==> config.mk <==
export PLATFORM = sky130hd
export DESIGN_NAME = monotone_polygon_from_points_unit_flat
export DESIGN_NICKNAME = d
export VERILOG_FILES = /design/src/design/mpp_pkg.sv /design/src/design/mpp_if.sv /design/src/design/mpp_store.sv /design/src/design/mpp_ctrl.sv /design/src/design/monotone_polygon_from_points_unit.sv /design/src/flat_wrapper.sv
export SDC_FILE = /design/constraint.sdc
export NUM_CORES = 2
export LEC_CHECK = 0
export BUFFER_PORTS_ARGS = -buffer_cell sky130_fd_sc_hd__buf_2
export CAP_MARGIN = 20
export CORE_MARGIN = 2
export CORE_UTILIZATION = 50
export CTS_BUF_LIST = sky130_fd_sc_hd__clkbuf_16
export CTS_CLUSTER_DIAMETER = 150
export CTS_CLUSTER_SIZE = 14
export DETAILED_ROUTE_END_ITERATION = 16
export PLACE_DENSITY = 0.67
export SLEW_MARGIN = 5
export SYNTH_ARGS = -nofsm -noshare
export SYNTH_HDL_FRONTEND = slang
export SYNTH_SLANG_ARGS = --single-unit
==> constraint.sdc <==
create_clock -name clk -period 10.5 [get_ports clk]
set_clock_uncertainty 0.2 [all_clocks]
set_input_delay 0.525 -clock clk [delete_from_list [all_inputs] [get_ports clk]]
set_output_delay 0.525 -clock clk [all_outputs]
set_load 0.02 [all_outputs]
==> src/design/mpp_pkg.sv <==
package mpp_pkg;

  localparam int MAX_POINTS_DEF = 32;
  localparam int COORD_BITS_DEF = 16;

  typedef enum logic [3:0] {
    ST_IDLE,
    ST_DUP_SCAN,
    ST_STORE,
    ST_FL_RD,
    ST_FL_MUL,
    ST_FL_CMP,
    ST_EMIT_L,
    ST_SEL_SCAN,
    ST_SEL_EMIT,
    ST_EMIT_R
  } mpp_state_t;

  // Control of the point store and the side flag store.
  typedef struct packed {
    logic rd_en;
    logic wr_en;
    logic flag_wr_en;
    logic flag_wr_data;
  } mpp_mem_ctl_t;

endpackage

==> src/design/mpp_if.sv <==
interface mpp_in_if #(
  parameter int COORD_BITS = mpp_pkg::COORD_BITS_DEF
);
  logic                         valid;
  logic                         ready;
  logic signed [COORD_BITS-1:0] point_x;
  logic signed [COORD_BITS-1:0] point_y;
  logic                         final_point;

  modport source (output valid, point_x, point_y, final_point, input ready);
  modport sink (input valid, point_x, point_y, final_point, output ready);
endinterface

interface mpp_out_if #(
  parameter int COORD_BITS = mpp_pkg::COORD_BITS_DEF
);
  logic                         valid;
  logic                         ready;
  logic signed [COORD_BITS-1:0] vertex_x;
  logic signed [COORD_BITS-1:0] vertex_y;
  logic                         final_vertex;
  logic                         overflowed;

  modport source (output valid, vertex_x, vertex_y, final_vertex, overflowed, input ready);
  modport sink (input valid, vertex_x, vertex_y, final_vertex, overflowed, output ready);
endinterface

==> src/design/mpp_store.sv <==
module mpp_store #(
  parameter int MAX_POINTS = mpp_pkg::MAX_POINTS_DEF,
  parameter int COORD_BITS = mpp_pkg::COORD_BITS_DEF,
  localparam int IDX_W = $clog2(MAX_POINTS),
  localparam int DAT_W = 2 * COORD_BITS
) (
  input  logic                 clk,
  input  mpp_pkg::mpp_mem_ctl_t ctl,
  input  logic [IDX_W-1:0]     rd_addr,
  input  logic [IDX_W-1:0]     wr_addr,
  input  logic [DAT_W-1:0]     wr_data,
  output logic [DAT_W-1:0]     rd_data_r,
  output logic                 rd_flag_r
);
  import mpp_pkg::*;

  // Points as {x, y}; side flags share the read address.
  logic [DAT_W-1:0] pts_mem [MAX_POINTS];
  logic             flag_mem [MAX_POINTS];

  always_ff @(posedge clk) begin
    if (ctl.wr_en) begin
      pts_mem[wr_addr] <= wr_data;
    end
    if (ctl.rd_en) begin
      rd_data_r <= pts_mem[rd_addr];
    end
  end

  always_ff @(posedge clk) begin
    if (ctl.flag_wr_en) begin
      flag_mem[wr_addr] <= ctl.flag_wr_data;
    end
    if (ctl.rd_en) begin
      rd_flag_r <= flag_mem[rd_addr];
    end
  end

endmodule

==> src/design/mpp_ctrl.sv <==
module mpp_ctrl #(
  parameter int MAX_POINTS = mpp_pkg::MAX_POINTS_DEF,
  parameter int COORD_BITS = mpp_pkg::COORD_BITS_DEF,
  localparam int IDX_W = $clog2(MAX_POINTS),
  localparam int CNT_W = $clog2(MAX_POINTS + 1),
  localparam int DAT_W = 2 * COORD_BITS
) (
  input  logic                         clk,
  input  logic                         rst_n,
  input  logic                         in_valid,
  output logic                         in_ready,
  input  logic signed [COORD_BITS-1:0] in_x,
  input  logic signed [COORD_BITS-1:0] in_y,
  input  logic                         in_final,
  output logic                         out_valid,
  input  logic                         out_ready,
  output logic signed [COORD_BITS-1:0] out_x,
  output logic signed [COORD_BITS-1:0] out_y,
  output logic                         out_final,
  output logic                         out_ovf,
  output mpp_pkg::mpp_mem_ctl_t        ctl,
  output logic [IDX_W-1:0]             rd_addr,
  output logic [IDX_W-1:0]             wr_addr,
  output logic [DAT_W-1:0]             wr_data,
  input  logic [DAT_W-1:0]             rd_data,
  input  logic                         rd_flag
);
  import mpp_pkg::*;

  localparam int D_W = COORD_BITS + 1;
  localparam int P_W = 2 * D_W;

  mpp_state_t state_r, state_nxt;

  logic [CNT_W-1:0] count_r, count_nxt;
  logic [IDX_W-1:0] lm_r, lm_nxt, rm_r, rm_nxt;
  logic signed [COORD_BITS-1:0] lx_r, lx_nxt, ly_r, ly_nxt, rx_r, rx_nxt, ry_r, ry_nxt;
  logic ovf_r, ovf_nxt;
  logic signed [COORD_BITS-1:0] px_r, px_nxt, py_r, py_nxt;
  logic fin_r, fin_nxt;
  logic [CNT_W-1:0] i_r, i_nxt;
  logic sv_r, sv_nxt;
  logic [IDX_W-1:0] si_r, si_nxt;
  logic [CNT_W-1:0] n_up_r, n_up_nxt, k_r, k_nxt;
  logic lower_r, lower_nxt;
  logic prev_v_r, prev_v_nxt, best_v_r, best_v_nxt;
  logic signed [COORD_BITS-1:0] prev_x_r, prev_x_nxt, best_x_r, best_x_nxt;
  logic signed [COORD_BITS-1:0] best_y_r, best_y_nxt;
  logic [IDX_W-1:0] prev_i_r, prev_i_nxt, best_i_r, best_i_nxt;
  logic signed [P_W-1:0] prod_l_r, prod_l_nxt, prod_r_r, prod_r_nxt;
  logic out_valid_r, out_valid_nxt, out_final_r, out_final_nxt, out_ovf_r, out_ovf_nxt;
  logic signed [COORD_BITS-1:0] out_x_r, out_x_nxt, out_y_r, out_y_nxt;

  logic signed [COORD_BITS-1:0] cx, cy;
  logic [IDX_W-1:0] ci;
  logic signed [D_W-1:0] d_bx, d_by, d_px, d_py;
  logic slot_free, emit_fire, emit_last, dup_hit, scan_end, more_to_read;
  logic cand_ok, up_flag, up_more;

  assign cx = rd_data[DAT_W-1:COORD_BITS];
  assign cy = rd_data[COORD_BITS-1:0];
  assign ci = si_r;
  assign d_bx = D_W'(rx_r) - D_W'(lx_r);
  assign d_by = D_W'(ry_r) - D_W'(ly_r);
  assign d_px = D_W'(cx) - D_W'(lx_r);
  assign d_py = D_W'(cy) - D_W'(ly_r);

  assign slot_free = !out_valid_r || out_ready;
  assign emit_fire = slot_free &&
                     (state_r == ST_EMIT_L || state_r == ST_EMIT_R || state_r == ST_SEL_EMIT);
  assign emit_last = (k_r + CNT_W'(1)) == count_r;
  assign dup_hit = sv_r && (rd_data == {px_r, py_r});
  assign more_to_read = i_r < count_r;
  assign scan_end = !more_to_read && !sv_r;
  assign up_flag = (ci != lm_r) && (ci != rm_r) && (prod_l_r > prod_r_r);
  assign up_more = n_up_r != CNT_W'(1);

  // A stored entry is a candidate when it sits on the current chain, comes after
  // the vertex last emitted in chain order and beats the best seen in this pass.
  always_comb begin
    logic qual, after, better;
    qual = lower_r ? (!rd_flag && ci != lm_r && ci != rm_r) : rd_flag;
    after = !prev_v_r || (lower_r ? (cx < prev_x_r) : (cx > prev_x_r)) ||
            (cx == prev_x_r && ci > prev_i_r);
    better = !best_v_r || (lower_r ? (cx > best_x_r) : (cx < best_x_r));
    cand_ok = sv_r && qual && after && better;
  end

  always_comb begin
    state_nxt = state_r;
    case (state_r)
      ST_IDLE: begin
        if (in_valid) begin
          state_nxt = ST_DUP_SCAN;
        end
      end
      ST_DUP_SCAN: begin
        if (dup_hit) begin
          state_nxt = fin_r ? ST_FL_RD : ST_IDLE;
        end else if (scan_end) begin
          state_nxt = ST_STORE;
        end
      end
      ST_STORE: state_nxt = fin_r ? ST_FL_RD : ST_IDLE;
      ST_FL_RD: state_nxt = ST_FL_MUL;
      ST_FL_MUL: state_nxt = ST_FL_CMP;
      ST_FL_CMP: begin
        state_nxt = ((i_r + CNT_W'(1)) == count_r) ? ST_EMIT_L : ST_FL_RD;
      end
      ST_EMIT_L: begin
        if (slot_free) begin
          if (emit_last) begin
            state_nxt = ST_IDLE;
          end else if (n_up_r != '0 || lm_r == rm_r) begin
            state_nxt = ST_SEL_SCAN;
          end else begin
            state_nxt = ST_EMIT_R;
          end
        end
      end
      ST_SEL_SCAN: begin
        if (scan_end) begin
          state_nxt = ST_SEL_EMIT;
        end
      end
      ST_SEL_EMIT: begin
        if (slot_free) begin
          if (emit_last) begin
            state_nxt = ST_IDLE;
          end else if (lower_r || up_more || lm_r == rm_r) begin
            state_nxt = ST_SEL_SCAN;
          end else begin
            state_nxt = ST_EMIT_R;
          end
        end
      end
      ST_EMIT_R: begin
        if (slot_free) begin
          state_nxt = emit_last ? ST_IDLE : ST_SEL_SCAN;
        end
      end
      default: state_nxt = ST_IDLE;
    endcase
  end

  always_comb begin
    count_nxt = count_r;  lm_nxt = lm_r;  rm_nxt = rm_r;
    lx_nxt = lx_r;  ly_nxt = ly_r;  rx_nxt = rx_r;  ry_nxt = ry_r;
    ovf_nxt = ovf_r;  px_nxt = px_r;  py_nxt = py_r;  fin_nxt = fin_r;
    i_nxt = i_r;  sv_nxt = 1'b0;  si_nxt = si_r;
    n_up_nxt = n_up_r;  k_nxt = k_r;  lower_nxt = lower_r;
    prev_v_nxt = prev_v_r;  prev_x_nxt = prev_x_r;  prev_i_nxt = prev_i_r;
    best_v_nxt = best_v_r;  best_x_nxt = best_x_r;  best_y_nxt = best_y_r;
    best_i_nxt = best_i_r;
    prod_l_nxt = prod_l_r;  prod_r_nxt = prod_r_r;
    out_valid_nxt = out_valid_r && !out_ready;
    out_x_nxt = out_x_r;  out_y_nxt = out_y_r;
    out_final_nxt = out_final_r;  out_ovf_nxt = out_ovf_r;
    ctl = '0;
    rd_addr = i_r[IDX_W-1:0];
    wr_addr = count_r[IDX_W-1:0];
    wr_data = {px_r, py_r};

    case (state_r)
      ST_IDLE: begin
        if (in_valid) begin
          px_nxt = in_x;  py_nxt = in_y;  fin_nxt = in_final;
          i_nxt = '0;
        end
      end
      ST_DUP_SCAN, ST_SEL_SCAN: begin
        if (state_r == ST_SEL_SCAN && cand_ok) begin
          best_v_nxt = 1'b1;  best_x_nxt = cx;  best_y_nxt = cy;  best_i_nxt = ci;
        end
        if (more_to_read && !(state_r == ST_DUP_SCAN && dup_hit)) begin
          ctl.rd_en = 1'b1;
          sv_nxt = 1'b1;
          si_nxt = i_r[IDX_W-1:0];
          i_nxt = i_r + CNT_W'(1);
        end
        if (state_r == ST_DUP_SCAN && dup_hit) begin
          i_nxt = '0;  n_up_nxt = '0;
        end
      end
      ST_STORE: begin
        if (count_r == CNT_W'(MAX_POINTS)) begin
          ovf_nxt = 1'b1;
        end else begin
          ctl.wr_en = 1'b1;
          count_nxt = count_r + CNT_W'(1);
          if (count_r == '0) begin
            lm_nxt = '0;  rm_nxt = '0;
            lx_nxt = px_r;  ly_nxt = py_r;  rx_nxt = px_r;  ry_nxt = py_r;
          end else begin
            if (px_r < lx_r) begin
              lm_nxt = count_r[IDX_W-1:0];  lx_nxt = px_r;  ly_nxt = py_r;
            end
            if (px_r > rx_r) begin
              rm_nxt = count_r[IDX_W-1:0];  rx_nxt = px_r;  ry_nxt = py_r;
            end
          end
        end
        i_nxt = '0;  n_up_nxt = '0;
      end
      ST_FL_RD: begin
        ctl.rd_en = 1'b1;
        si_nxt = i_r[IDX_W-1:0];
      end
      ST_FL_MUL: begin
        prod_l_nxt = d_bx * d_py;
        prod_r_nxt = d_by * d_px;
      end
      ST_FL_CMP: begin
        wr_addr = si_r;
        ctl.flag_wr_en = 1'b1;
        ctl.flag_wr_data = up_flag;
        n_up_nxt = n_up_r + CNT_W'(up_flag);
        i_nxt = i_r + CNT_W'(1);
        k_nxt = '0;
      end
      default: ;
    endcase

    if (emit_fire) begin
      out_valid_nxt = 1'b1;
      out_final_nxt = emit_last;
      out_ovf_nxt = ovf_r;
      k_nxt = k_r + CNT_W'(1);
      i_nxt = '0;
      best_v_nxt = 1'b0;
      case (state_r)
        ST_EMIT_L: begin
          out_x_nxt = lx_r;  out_y_nxt = ly_r;
          prev_v_nxt = 1'b0;
          lower_nxt = (n_up_r == '0);
        end
        ST_EMIT_R: begin
          out_x_nxt = rx_r;  out_y_nxt = ry_r;
          prev_v_nxt = 1'b0;
          lower_nxt = 1'b1;
        end
        default: begin
          out_x_nxt = best_x_r;  out_y_nxt = best_y_r;
          prev_v_nxt = 1'b1;  prev_x_nxt = best_x_r;  prev_i_nxt = best_i_r;
          if (!lower_r) begin
            n_up_nxt = n_up_r - CNT_W'(1);
            if (!up_more) begin
              prev_v_nxt = 1'b0;
              lower_nxt = 1'b1;
            end
          end
        end
      endcase
      if (emit_last) begin
        count_nxt = '0;  lm_nxt = '0;  rm_nxt = '0;  ovf_nxt = 1'b0;
      end
    end
  end

  always_ff @(posedge clk) begin
    if (!rst_n) begin
      state_r <= ST_IDLE;
      count_r <= '0;
      lm_r <= '0;
      rm_r <= '0;
      ovf_r <= 1'b0;
      sv_r <= 1'b0;
      out_valid_r <= 1'b0;
    end else begin
      state_r <= state_nxt;
      count_r <= count_nxt;
      lm_r <= lm_nxt;
      rm_r <= rm_nxt;
      ovf_r <= ovf_nxt;
      sv_r <= sv_nxt;
      out_valid_r <= out_valid_nxt;
    end
  end

  always_ff @(posedge clk) begin
    lx_r <= lx_nxt;  ly_r <= ly_nxt;  rx_r <= rx_nxt;  ry_r <= ry_nxt;
    px_r <= px_nxt;  py_r <= py_nxt;  fin_r <= fin_nxt;
    i_r <= i_nxt;  si_r <= si_nxt;  n_up_r <= n_up_nxt;  k_r <= k_nxt;
    lower_r <= lower_nxt;
    prev_v_r <= prev_v_nxt;  prev_x_r <= prev_x_nxt;  prev_i_r <= prev_i_nxt;
    best_v_r <= best_v_nxt;  best_x_r <= best_x_nxt;  best_y_r <= best_y_nxt;
    best_i_r <= best_i_nxt;
    prod_l_r <= prod_l_nxt;  prod_r_r <= prod_r_nxt;
    out_x_r <= out_x_nxt;  out_y_r <= out_y_nxt;
    out_final_r <= out_final_nxt;  out_ovf_r <= out_ovf_nxt;
  end

  assign in_ready = (state_r == ST_IDLE);
  assign out_valid = out_valid_r;
  assign out_x = out_x_r;
  assign out_y = out_y_r;
  assign out_final = out_final_r;
  assign out_ovf = out_ovf_r;

  a_count_bound: assert property (@(posedge clk) disable iff (!rst_n)
    count_r <= CNT_W'(MAX_POINTS))
    else $error("point count above capacity");

  a_extremes_stored: assert property (@(posedge clk) disable iff (!rst_n)
    count_r != '0 |-> (CNT_W'(lm_r) < count_r) && (CNT_W'(rm_r) < count_r))
    else $error("extreme index outside stored points");

  a_clear_after_last: assert property (@(posedge clk) disable iff (!rst_n)
    emit_fire && emit_last |=> count_r == '0 && !ovf_r)
    else $error("set not cleared after last vertex");

  a_scan_has_best: assert property (@(posedge clk) disable iff (!rst_n)
    state_r == ST_SEL_EMIT |-> best_v_r)
    else $error("chain scan ended without a vertex");

endmodule

==> src/design/monotone_polygon_from_points_unit.sv <==
// Builds an x-monotone simple polygon from a set of integer points.
// Input channel in_ch: one point per request (point_x, point_y, final_point).
// Each point is compared against the stored points for exact duplicates, one
// store read per cycle, until a match or the end of the set; only then is
// the next request taken. Duplicates are dropped, points beyond MAX_POINTS are
// dropped and flag the set as overflowed.
// The request with final_point set starts the polygon pass: a side test of
// each point (store read, two registered cross products, compare), then the
// leftmost and rightmost points directly and every other vertex by its own
// selection scan of the store, one vertex per scan, in chain order.
// Output channel out_ch: one vertex per request, final_vertex on the last one,
// overflowed on every vertex of an overflowed set. The vertex sits in an output
// register; when the receiver stalls, the polygon pass simply waits on it.
// A synchronous reset (rst_n low) empties the set; the point store itself is
// not cleared, since only entries written in the current set are ever read.
module monotone_polygon_from_points_unit #(
  parameter int MAX_POINTS = mpp_pkg::MAX_POINTS_DEF,
  parameter int COORD_BITS = mpp_pkg::COORD_BITS_DEF
) (
  input logic     clk,
  input logic     rst_n,
  mpp_in_if.sink  in_ch,
  mpp_out_if.source out_ch
);
  import mpp_pkg::*;

  localparam int IDX_W = $clog2(MAX_POINTS);
  localparam int DAT_W = 2 * COORD_BITS;

  mpp_mem_ctl_t     mem_ctl;
  logic [IDX_W-1:0] rd_addr;
  logic [IDX_W-1:0] wr_addr;
  logic [DAT_W-1:0] wr_data;
  logic [DAT_W-1:0] rd_data;
  logic             rd_flag;

  // Sequencer: duplicate check, extreme tracking, side test and chain ordering.
  mpp_ctrl #(
    .MAX_POINTS (MAX_POINTS),
    .COORD_BITS (COORD_BITS)
  ) u_ctrl (
    .clk       (clk),
    .rst_n     (rst_n),
    .in_valid  (in_ch.valid),
    .in_ready  (in_ch.ready),
    .in_x      (in_ch.point_x),
    .in_y      (in_ch.point_y),
    .in_final  (in_ch.final_point),
    .out_valid (out_ch.valid),
    .out_ready (out_ch.ready),
    .out_x     (out_ch.vertex_x),
    .out_y     (out_ch.vertex_y),
    .out_final (out_ch.final_vertex),
    .out_ovf   (out_ch.overflowed),
    .ctl       (mem_ctl),
    .rd_addr   (rd_addr),
    .wr_addr   (wr_addr),
    .wr_data   (wr_data),
    .rd_data   (rd_data),
    .rd_flag   (rd_flag)
  );

  // Point store and upper-chain flags, one registered read port.
  mpp_store #(
    .MAX_POINTS (MAX_POINTS),
    .COORD_BITS (COORD_BITS)
  ) u_store (
    .clk       (clk),
    .ctl       (mem_ctl),
    .rd_addr   (rd_addr),
    .wr_addr   (wr_addr),
    .wr_data   (wr_data),
    .rd_data_r (rd_data),
    .rd_flag_r (rd_flag)
  );

endmodule

==> src/flat_wrapper.sv <==
// flat-port wrapper written by rule: the top's interface ports become plain ports
module monotone_polygon_from_points_unit_flat import mpp_pkg::*;
#(
  parameter int MAX_POINTS = mpp_pkg::MAX_POINTS_DEF,
  parameter int COORD_BITS = mpp_pkg::COORD_BITS_DEF
)
  (clk, rst_n, in_ch_valid, in_ch_point_x, in_ch_point_y, in_ch_final_point, in_ch_ready, out_ch_valid, out_ch_vertex_x, out_ch_vertex_y, out_ch_final_vertex, out_ch_overflowed, out_ch_ready);
  mpp_in_if #(.COORD_BITS(COORD_BITS)) in_ch_i ();
  mpp_out_if #(.COORD_BITS(COORD_BITS)) out_ch_i ();
  input logic clk;
  input logic rst_n;
  input wire logic [$bits(in_ch_i.valid)-1:0] in_ch_valid;
  input wire logic [$bits(in_ch_i.point_x)-1:0] in_ch_point_x;
  input wire logic [$bits(in_ch_i.point_y)-1:0] in_ch_point_y;
  input wire logic [$bits(in_ch_i.final_point)-1:0] in_ch_final_point;
  output wire logic [$bits(in_ch_i.ready)-1:0] in_ch_ready;
  output wire logic [$bits(out_ch_i.valid)-1:0] out_ch_valid;
  output wire logic [$bits(out_ch_i.vertex_x)-1:0] out_ch_vertex_x;
  output wire logic [$bits(out_ch_i.vertex_y)-1:0] out_ch_vertex_y;
  output wire logic [$bits(out_ch_i.final_vertex)-1:0] out_ch_final_vertex;
  output wire logic [$bits(out_ch_i.overflowed)-1:0] out_ch_overflowed;
  input wire logic [$bits(out_ch_i.ready)-1:0] out_ch_ready;
  assign in_ch_i.valid = in_ch_valid;
  assign in_ch_i.point_x = in_ch_point_x;
  assign in_ch_i.point_y = in_ch_point_y;
  assign in_ch_i.final_point = in_ch_final_point;
  assign in_ch_ready = in_ch_i.ready;
  assign out_ch_valid = out_ch_i.valid;
  assign out_ch_vertex_x = out_ch_i.vertex_x;
  assign out_ch_vertex_y = out_ch_i.vertex_y;
  assign out_ch_final_vertex = out_ch_i.final_vertex;
  assign out_ch_overflowed = out_ch_i.overflowed;
  assign out_ch_i.ready = out_ch_ready;
  monotone_polygon_from_points_unit #(.MAX_POINTS(MAX_POINTS), .COORD_BITS(COORD_BITS)) u_core (.clk(clk), .rst_n(rst_n), .in_ch(in_ch_i), .out_ch(out_ch_i));
endmodule
Word level (Yosys, flattened, before mapping). Memories as Yosys holds them, arrays and structs flattened. A register that Yosys moved wholly into a read port is not among the register bits. Index checks and enable logic that the tools add are counted.

Add/subtract/negate cells: 9. $mul: 2. Magnitude comparators: 9. Equality and inequality tests: 26. Muxes and demuxes: 77. Bitwise gates (word level): 2. Reductions and logical operators: 52.

Operators with widths (count): $mux W16 (8); $mux W6 (13); $mux W5 (14); $mul A17 B17 Y34 (2); $sub A16 B16 Y17 (4); $pmux W16 S2 (2); $gt A16 B16 Y1 (3); $lt A16 B16 Y1 (3); $mux W4 (11); $pmux W4 S10 (1); $gt A34 B34 Y1 (1); $eq A32 B32 Y1 (1); $pmux W6 S4 (1); $mux W1 (19); $add A6 B1 Y6 const B (3); $pmux W6 S3 (1); $eq A16 B16 Y1 (1); $eq A4 B3 Y1 const B (4); $logic_and A1 B1 Y1 (15); $eq A6 B6 Y1 (2); $logic_not A6 Y1 (2); $ne A2 B2 Y1 const B (6); $ne A5 B5 Y1 (2); $pmux W5 S2 (1); 25 further kinds (57).

Bits in registers: 306. RAM bits: 1056. Bits of input ports: 37. Output and inout port bits: 36. Logic and storage cells: 211. Memories kept: 2.

Memory list: u_core.u_store.pts_mem (depth 32, width 32, rd ports 1, clocked after Yosys merged registers in 1, wr ports 1, RTL line mpp_store.sv:18) `logic [DAT_W-1:0] pts_mem [MAX_POINTS];`; u_core.u_store.flag_mem (depth 32, width 1, rd ports 1, clocked after Yosys merged registers in 1, wr ports 1, RTL line mpp_store.sv:19) `logic flag_mem [MAX_POINTS];`.

Longest topological paths before layout.
Depth after elaboration: 9. Depth in mapped cells: 36. Gate-level depth less buffers: 34.

By module. From an unflattened synthesis, not the netlist that was laid out.

Cell total of the unflattened synthesis: 6271. Area total of the unflattened synthesis: 81157.8 um^2.

Modules (own cells, without submodules): mpp_store (times used 1, cells each 2376, area each 42298.1 um^2, seq. area each 32701.4 um^2); mpp_ctrl (times used 1, cells each 3895, area each 38859.8 um^2, seq. area each 8828.5 um^2).

Least setup slack after synthesis. OpenSTA, ideal clock, no wires.

Path type: reg2reg. Start: register u_core.u_ctrl.ly_r[0]. End: register u_core.u_ctrl.prod_r_r[32] (data pin). Library setup time: 0.258 ns. Data arrival time: 8.133 ns. Required time: 10.042 ns. Slack: 1.909 ns. Cell stages (with the launch flop): 34. Path buffers: 2. Period minus slack after synthesis: 8.591 ns. Path through: edfxtp_1 ha_1 fa_1 nor2b_1 o21a_1 o21ai_0 a21oi_1 a211o_1 a221o_1 nand2_1 a31oi_1 clkbuf_1 nor2_1 fa_1 inv_1 fa_1 inv_1 fa_1 fa_1 fa_1 inv_1 fa_1 inv_1 ha_1 clkbuf_1 a21o_1 a21o_1 a21o_1 a211oi_1 o21ai_0 or4_1 a31o_2 a21oi_1 xnor2_1.

Longest elaborated chain between the ends: 2.

RTL lines: from (decl) (RTL line mpp_ctrl.sv:37) `logic signed [COORD_BITS-1:0] lx_r, lx_nxt, ly_r, ly_nxt, rx_r, rx_nxt, ry_r, ry_nxt;`; from (signal assigned) (RTL line mpp_ctrl.sv:281) `lx_r <= lx_nxt; ly_r <= ly_nxt; rx_r <= rx_nxt; ry_r <= ry_nxt;`; $sub A16 B16 Y17 (RTL line mpp_ctrl.sv:64) `assign d_by = D_W'(ry_r) - D_W'(ly_r);`; $mul A17 B17 Y34 (RTL line mpp_ctrl.sv:211) `prod_r_nxt = d_by * d_px;`; to (signal assigned) (RTL line mpp_ctrl.sv:288) `prod_l_r <= prod_l_nxt; prod_r_r <= prod_r_nxt;`; to (decl) (RTL line mpp_ctrl.sv:50) `logic signed [P_W-1:0] prod_l_r, prod_l_nxt, prod_r_r, prod_r_nxt;`.

Every way passes these cells. A chain may end at the register's enable or synchronous reset.

Worst setup path after layout.
Start: register u_core.u_ctrl.lx_r[0]. End: register u_core.u_ctrl.prod_l_r[33] (data pin).

Longest elaborated chain between the ends: 2.

RTL lines: from (decl) (RTL line mpp_ctrl.sv:37); from (signal assigned) (RTL line mpp_ctrl.sv:281); $sub A16 B16 Y17 (RTL line mpp_ctrl.sv:63) `assign d_bx = D_W'(rx_r) - D_W'(lx_r);`; $mul A17 B17 Y34 (RTL line mpp_ctrl.sv:210) `prod_l_nxt = d_bx * d_py;`; to (signal assigned) (RTL line mpp_ctrl.sv:288); to (decl) (RTL line mpp_ctrl.sv:50).

Every way passes these cells.

==> results.md <==
* Worst-case setup margin in the final layout at 0.871 ns
* Cell Rows at 146
* Post-route cell area at between 80,000 and 90,000 um2
* Biggest fanout along the worst timing path at 6
* Instance area after placement at 83,300 um2
* Worst flop-to-flop path endpoint: u_core.u_ctrl.prod_l_r[33]
* Portion of the clock cycle consumed by the worst path in the final layout at 91.7%
* WL/cell at about 27 um
* # setup viols final at 0
* Gr ovfl total at 0
* Worst r2r path cells at 29
* Internal reg-to-reg setup slack at 0.87 ns
* Slowest cell on the critical path: xnor2_1
* Hold-critical path endpoint: u_core.u_ctrl.out_valid
* RR Startpoint: u_core.u_ctrl.lx_r[0]
* Achievable frequency at 104 MHz
* Number of violations of the max-capacitance limit at 0
* Area growth from synthesis to layout at 9.05%
* Overall Global Routing Usage at 26.0%
* Fillcell total at 12.7k
* First-pass iteration count of the detailed router at 5
* Post-Syn Instances at 5,467
* Startpoint type of the worst setup path: flop
* Area of the die at 162,000 um2
* YS warnings at 0
* Synth top area cells: edfxtp_1 51%, fa_1 15%, mux4_2 9.3%, ha_1 5.5%, inv_1 3.5%
* Number of sinks on the clock net at 1,395
* Cell type with the highest occurrence count on the critical path: fa_1
* Met1 usage in global routing at between 30% and 40%
* TritonCTS clock tree: yes
* Sort of element at the end of the critical path: flop
* Clock root buffer: clkbuf_16
* H-tree depth at 3
* Outcome: finished, final reports clean
* Count of unique library cells instantiated by Yosys at 73
* Number of antenna violations at the first check in global routing at 7
* Post-synth EDFFs at between 1k and 1.5k
* Fraction of layout cells with a size suffix above 1 at 13.8%
* Most used flip-flop cell after synthesis: edfxtp_1
* Via count of the first global-routing pass at 47.0k
* Async S/R FF share, synth at 0%
* Most congested layer reported by global routing: met2
* Sequential Area at 41,500 um2
* Critical Path RT at approximately 11 ns
* Count of buffering cells on the critical path with inverters included at 3
* Total negative slack for setup checks at 0 ns
* Post-layout min period at 9.63 ns
* Pin slew with the least headroom to its limit at 1.16 ns
* Setup repair after global routing missed its margin: no
* Height of the die at slightly above 400 um
* Largest area contributor in the netlist: edfxtp_1
* Number of ports placed on the die boundary at 73
* Clock latency of the later-clocked register in the worst-skew pair at 0.77 ns
* Core ar. at 158,000 um2
* Synth Cell Area at about 79,000 um2
* Max_slew headroom at 22.2%
* Via count at between 40k and 50k
* Area fraction of the dominant cell type after synthesis at 51.3%
* Part of the Yosys area used for sequential elements at 52.2%
* First-pass GRT wire length at 309,000 um
* Most frequent cells in the layout: 1,359 x edfxtp_1, 770 x inv_1, 597 x fa_1
* Resized cells post-CTS at 0
* Final count of hold timing violations at 0
* Maximum clock insertion buffer count at 3
* Largest net degree at the start of global routing at 123
* Starting density of the core at between 50% and 60%
* Inserted Clock Buffers at between 100 and 150
* Die boundary width at 403 um
* Number of synthesized register bits at 1,395
* Net count after synthesis at approximately 6.5k
* Post-place setup slack at 1.06 ns
* Global-route met3 utilization at 4.64%
* Worst setup path class: flop to flop
* Remaining antenna violation count after routing at 0
* Number of remaining DRC errors at 0
* Area of the multi-input gates at around 35,000 um2
* Cell family with most CP delay: adder cells
* Path category of the worst min-delay check: input pin to flop
* Hold Path Stages at 3
* Net count reported at finish at 6,643
* Final wirelength at 208,000 um
* Launch point of the worst hold path: out_ch_ready
* Mapped Avg Cell Area at between 10 and 15 um2
* Critical path arrival at 9.93 ns
* Detail Placement HPWL at 142,000 um
* Placer Congestion at 0.948
* PortBufs at 72
* Via-per-instance ratio at 5.91
* Initial detailed-routing violation count at about 5.1k
* Met2 Use GR at 41.8%
* Largest stage delay on the critical path at 0.80 ns
* Clock-pin slew on the worst setup and hold paths at roughly 0.08 ns
* Final slew viol count at 0
* Most common library cell in the layout ignoring fill and taps: edfxtp_1
-- metal layers --
metal  wire (um)  vias to the layer above
met5          21                        -
met4        7660                        4
met3       17800                      333
met2       98400                     2024
met1       84600                    23800
li1            -                    19800
-- logic make-up after synthesis --
kind of cell             Yosys count  share of synthesized area (%)
AO/OA/AOI/OAI                    498                           4.18
XOR/XNOR                         218                           2.41
adder cells (fa/ha/maj)          946                           20.5
buffers and inverters            905                           4.29
flip-flops                      1395                           52.2
multiplexers                     367                           9.87
AND/OR/NAND/NOR                 1138                           6.49
-- worst min-delay path, delay by kind of cell --
family	cells	cell delay [ns]
simple gates	1	0.24
buf+inv	1	0.17
compound gates	1	0.15
-- Yosys cell counts, types with 74 or more instances --
master / instances
a21oi_1: 115
edfxtp_1: 1359
ha_1: 349
xor2_1: 91
nor2b_1: 74
o21ai_0: 106
inv_1: 731
fa_1: 597
clkbuf_1: 149
mux4_2: 330
nand2_1: 371
nor2_1: 383
xnor2_1: 126
-- what timing repair did --
item                      4_1_cts  5_1_grt
hold endpoints to repair       42        0
hold buffers                   34        0
setup buffers                   0        0
-- worst max-delay path by stage --
| stage | cells past startpoint | slack [ns] | startpoint | to |
|---|---|---|---|---|
| 2_1_floorplan | 33 | 1.91 | u_core.u_ctrl.ly_r[0] | u_core.u_ctrl.prod_r_r[32] |
| 3_3_place_gp | 29 | 1.20 | u_core.u_store.rd_data_r[0] | u_core.u_ctrl.prod_l_r[33] |
| 3_5_place_dp | 29 | 1.06 | u_core.u_ctrl.lx_r[0] | u_core.u_ctrl.prod_l_r[33] |
| 4_1_cts | 29 | 1.0 | u_core.u_ctrl.lx_r[0] | u_core.u_ctrl.prod_l_r[33] |
| 5_1_grt | 30 | 0.33 | u_core.u_store.rd_data_r[0] | u_core.u_ctrl.prod_l_r[33] |
| 6_report | 29 | 0.87 | u_core.u_ctrl.lx_r[0] | u_core.u_ctrl.prod_l_r[33] |
-- sequential cells by signal, indices dropped and copies added (netlist names), 16 cells and up --
| signal | count |
|---|---|
| u_core.u_ctrl.best_x_r | 16 |
| u_core.u_ctrl.best_y_r | 16 |
| u_core.u_ctrl.lx_r | 16 |
| u_core.u_ctrl.ly_r | 16 |
| u_core.u_ctrl.out_x | 16 |
| u_core.u_ctrl.out_y | 16 |
| u_core.u_ctrl.prev_x_r | 16 |
| u_core.u_ctrl.prod_l_r | 34 |
| u_core.u_ctrl.prod_r_r | 34 |
| u_core.u_ctrl.px_r | 16 |
| u_core.u_ctrl.py_r | 16 |
| u_core.u_ctrl.rx_r | 16 |
| u_core.u_ctrl.ry_r | 16 |
| u_core.u_store.flag_mem | 32 |
| u_core.u_store.pts_mem | 1024 |
| u_core.u_store.rd_data_r | 32 |
-- cell type report --
type	count	area share (%)
inverter	731	3.17
clock buffer	110	3.18
antenna	1	0.00289
tap	2072	2.99
sequential	1395	47.9
timing repair buffer	255	2.15
clock inverter	49	0.352
multi-input combinational	3167	40.2
-- through the flow --
step / hold slack, ns / cells / utilization, %
global route: 0.168 / 7779 / 54.8
floorplan: 0.200 / 5467 / -
CTS: 0.108 / 7775 / 54.8
detailed placement: 0.205 / 7582 / 52.6
global placement: 0.202 / 7578 / 52.6
finish: 0.177 / 7780 / 54.8
Power is not shown: default switching activity piles up to over one toggle a cycle in this logic, so the estimate is an artifact.
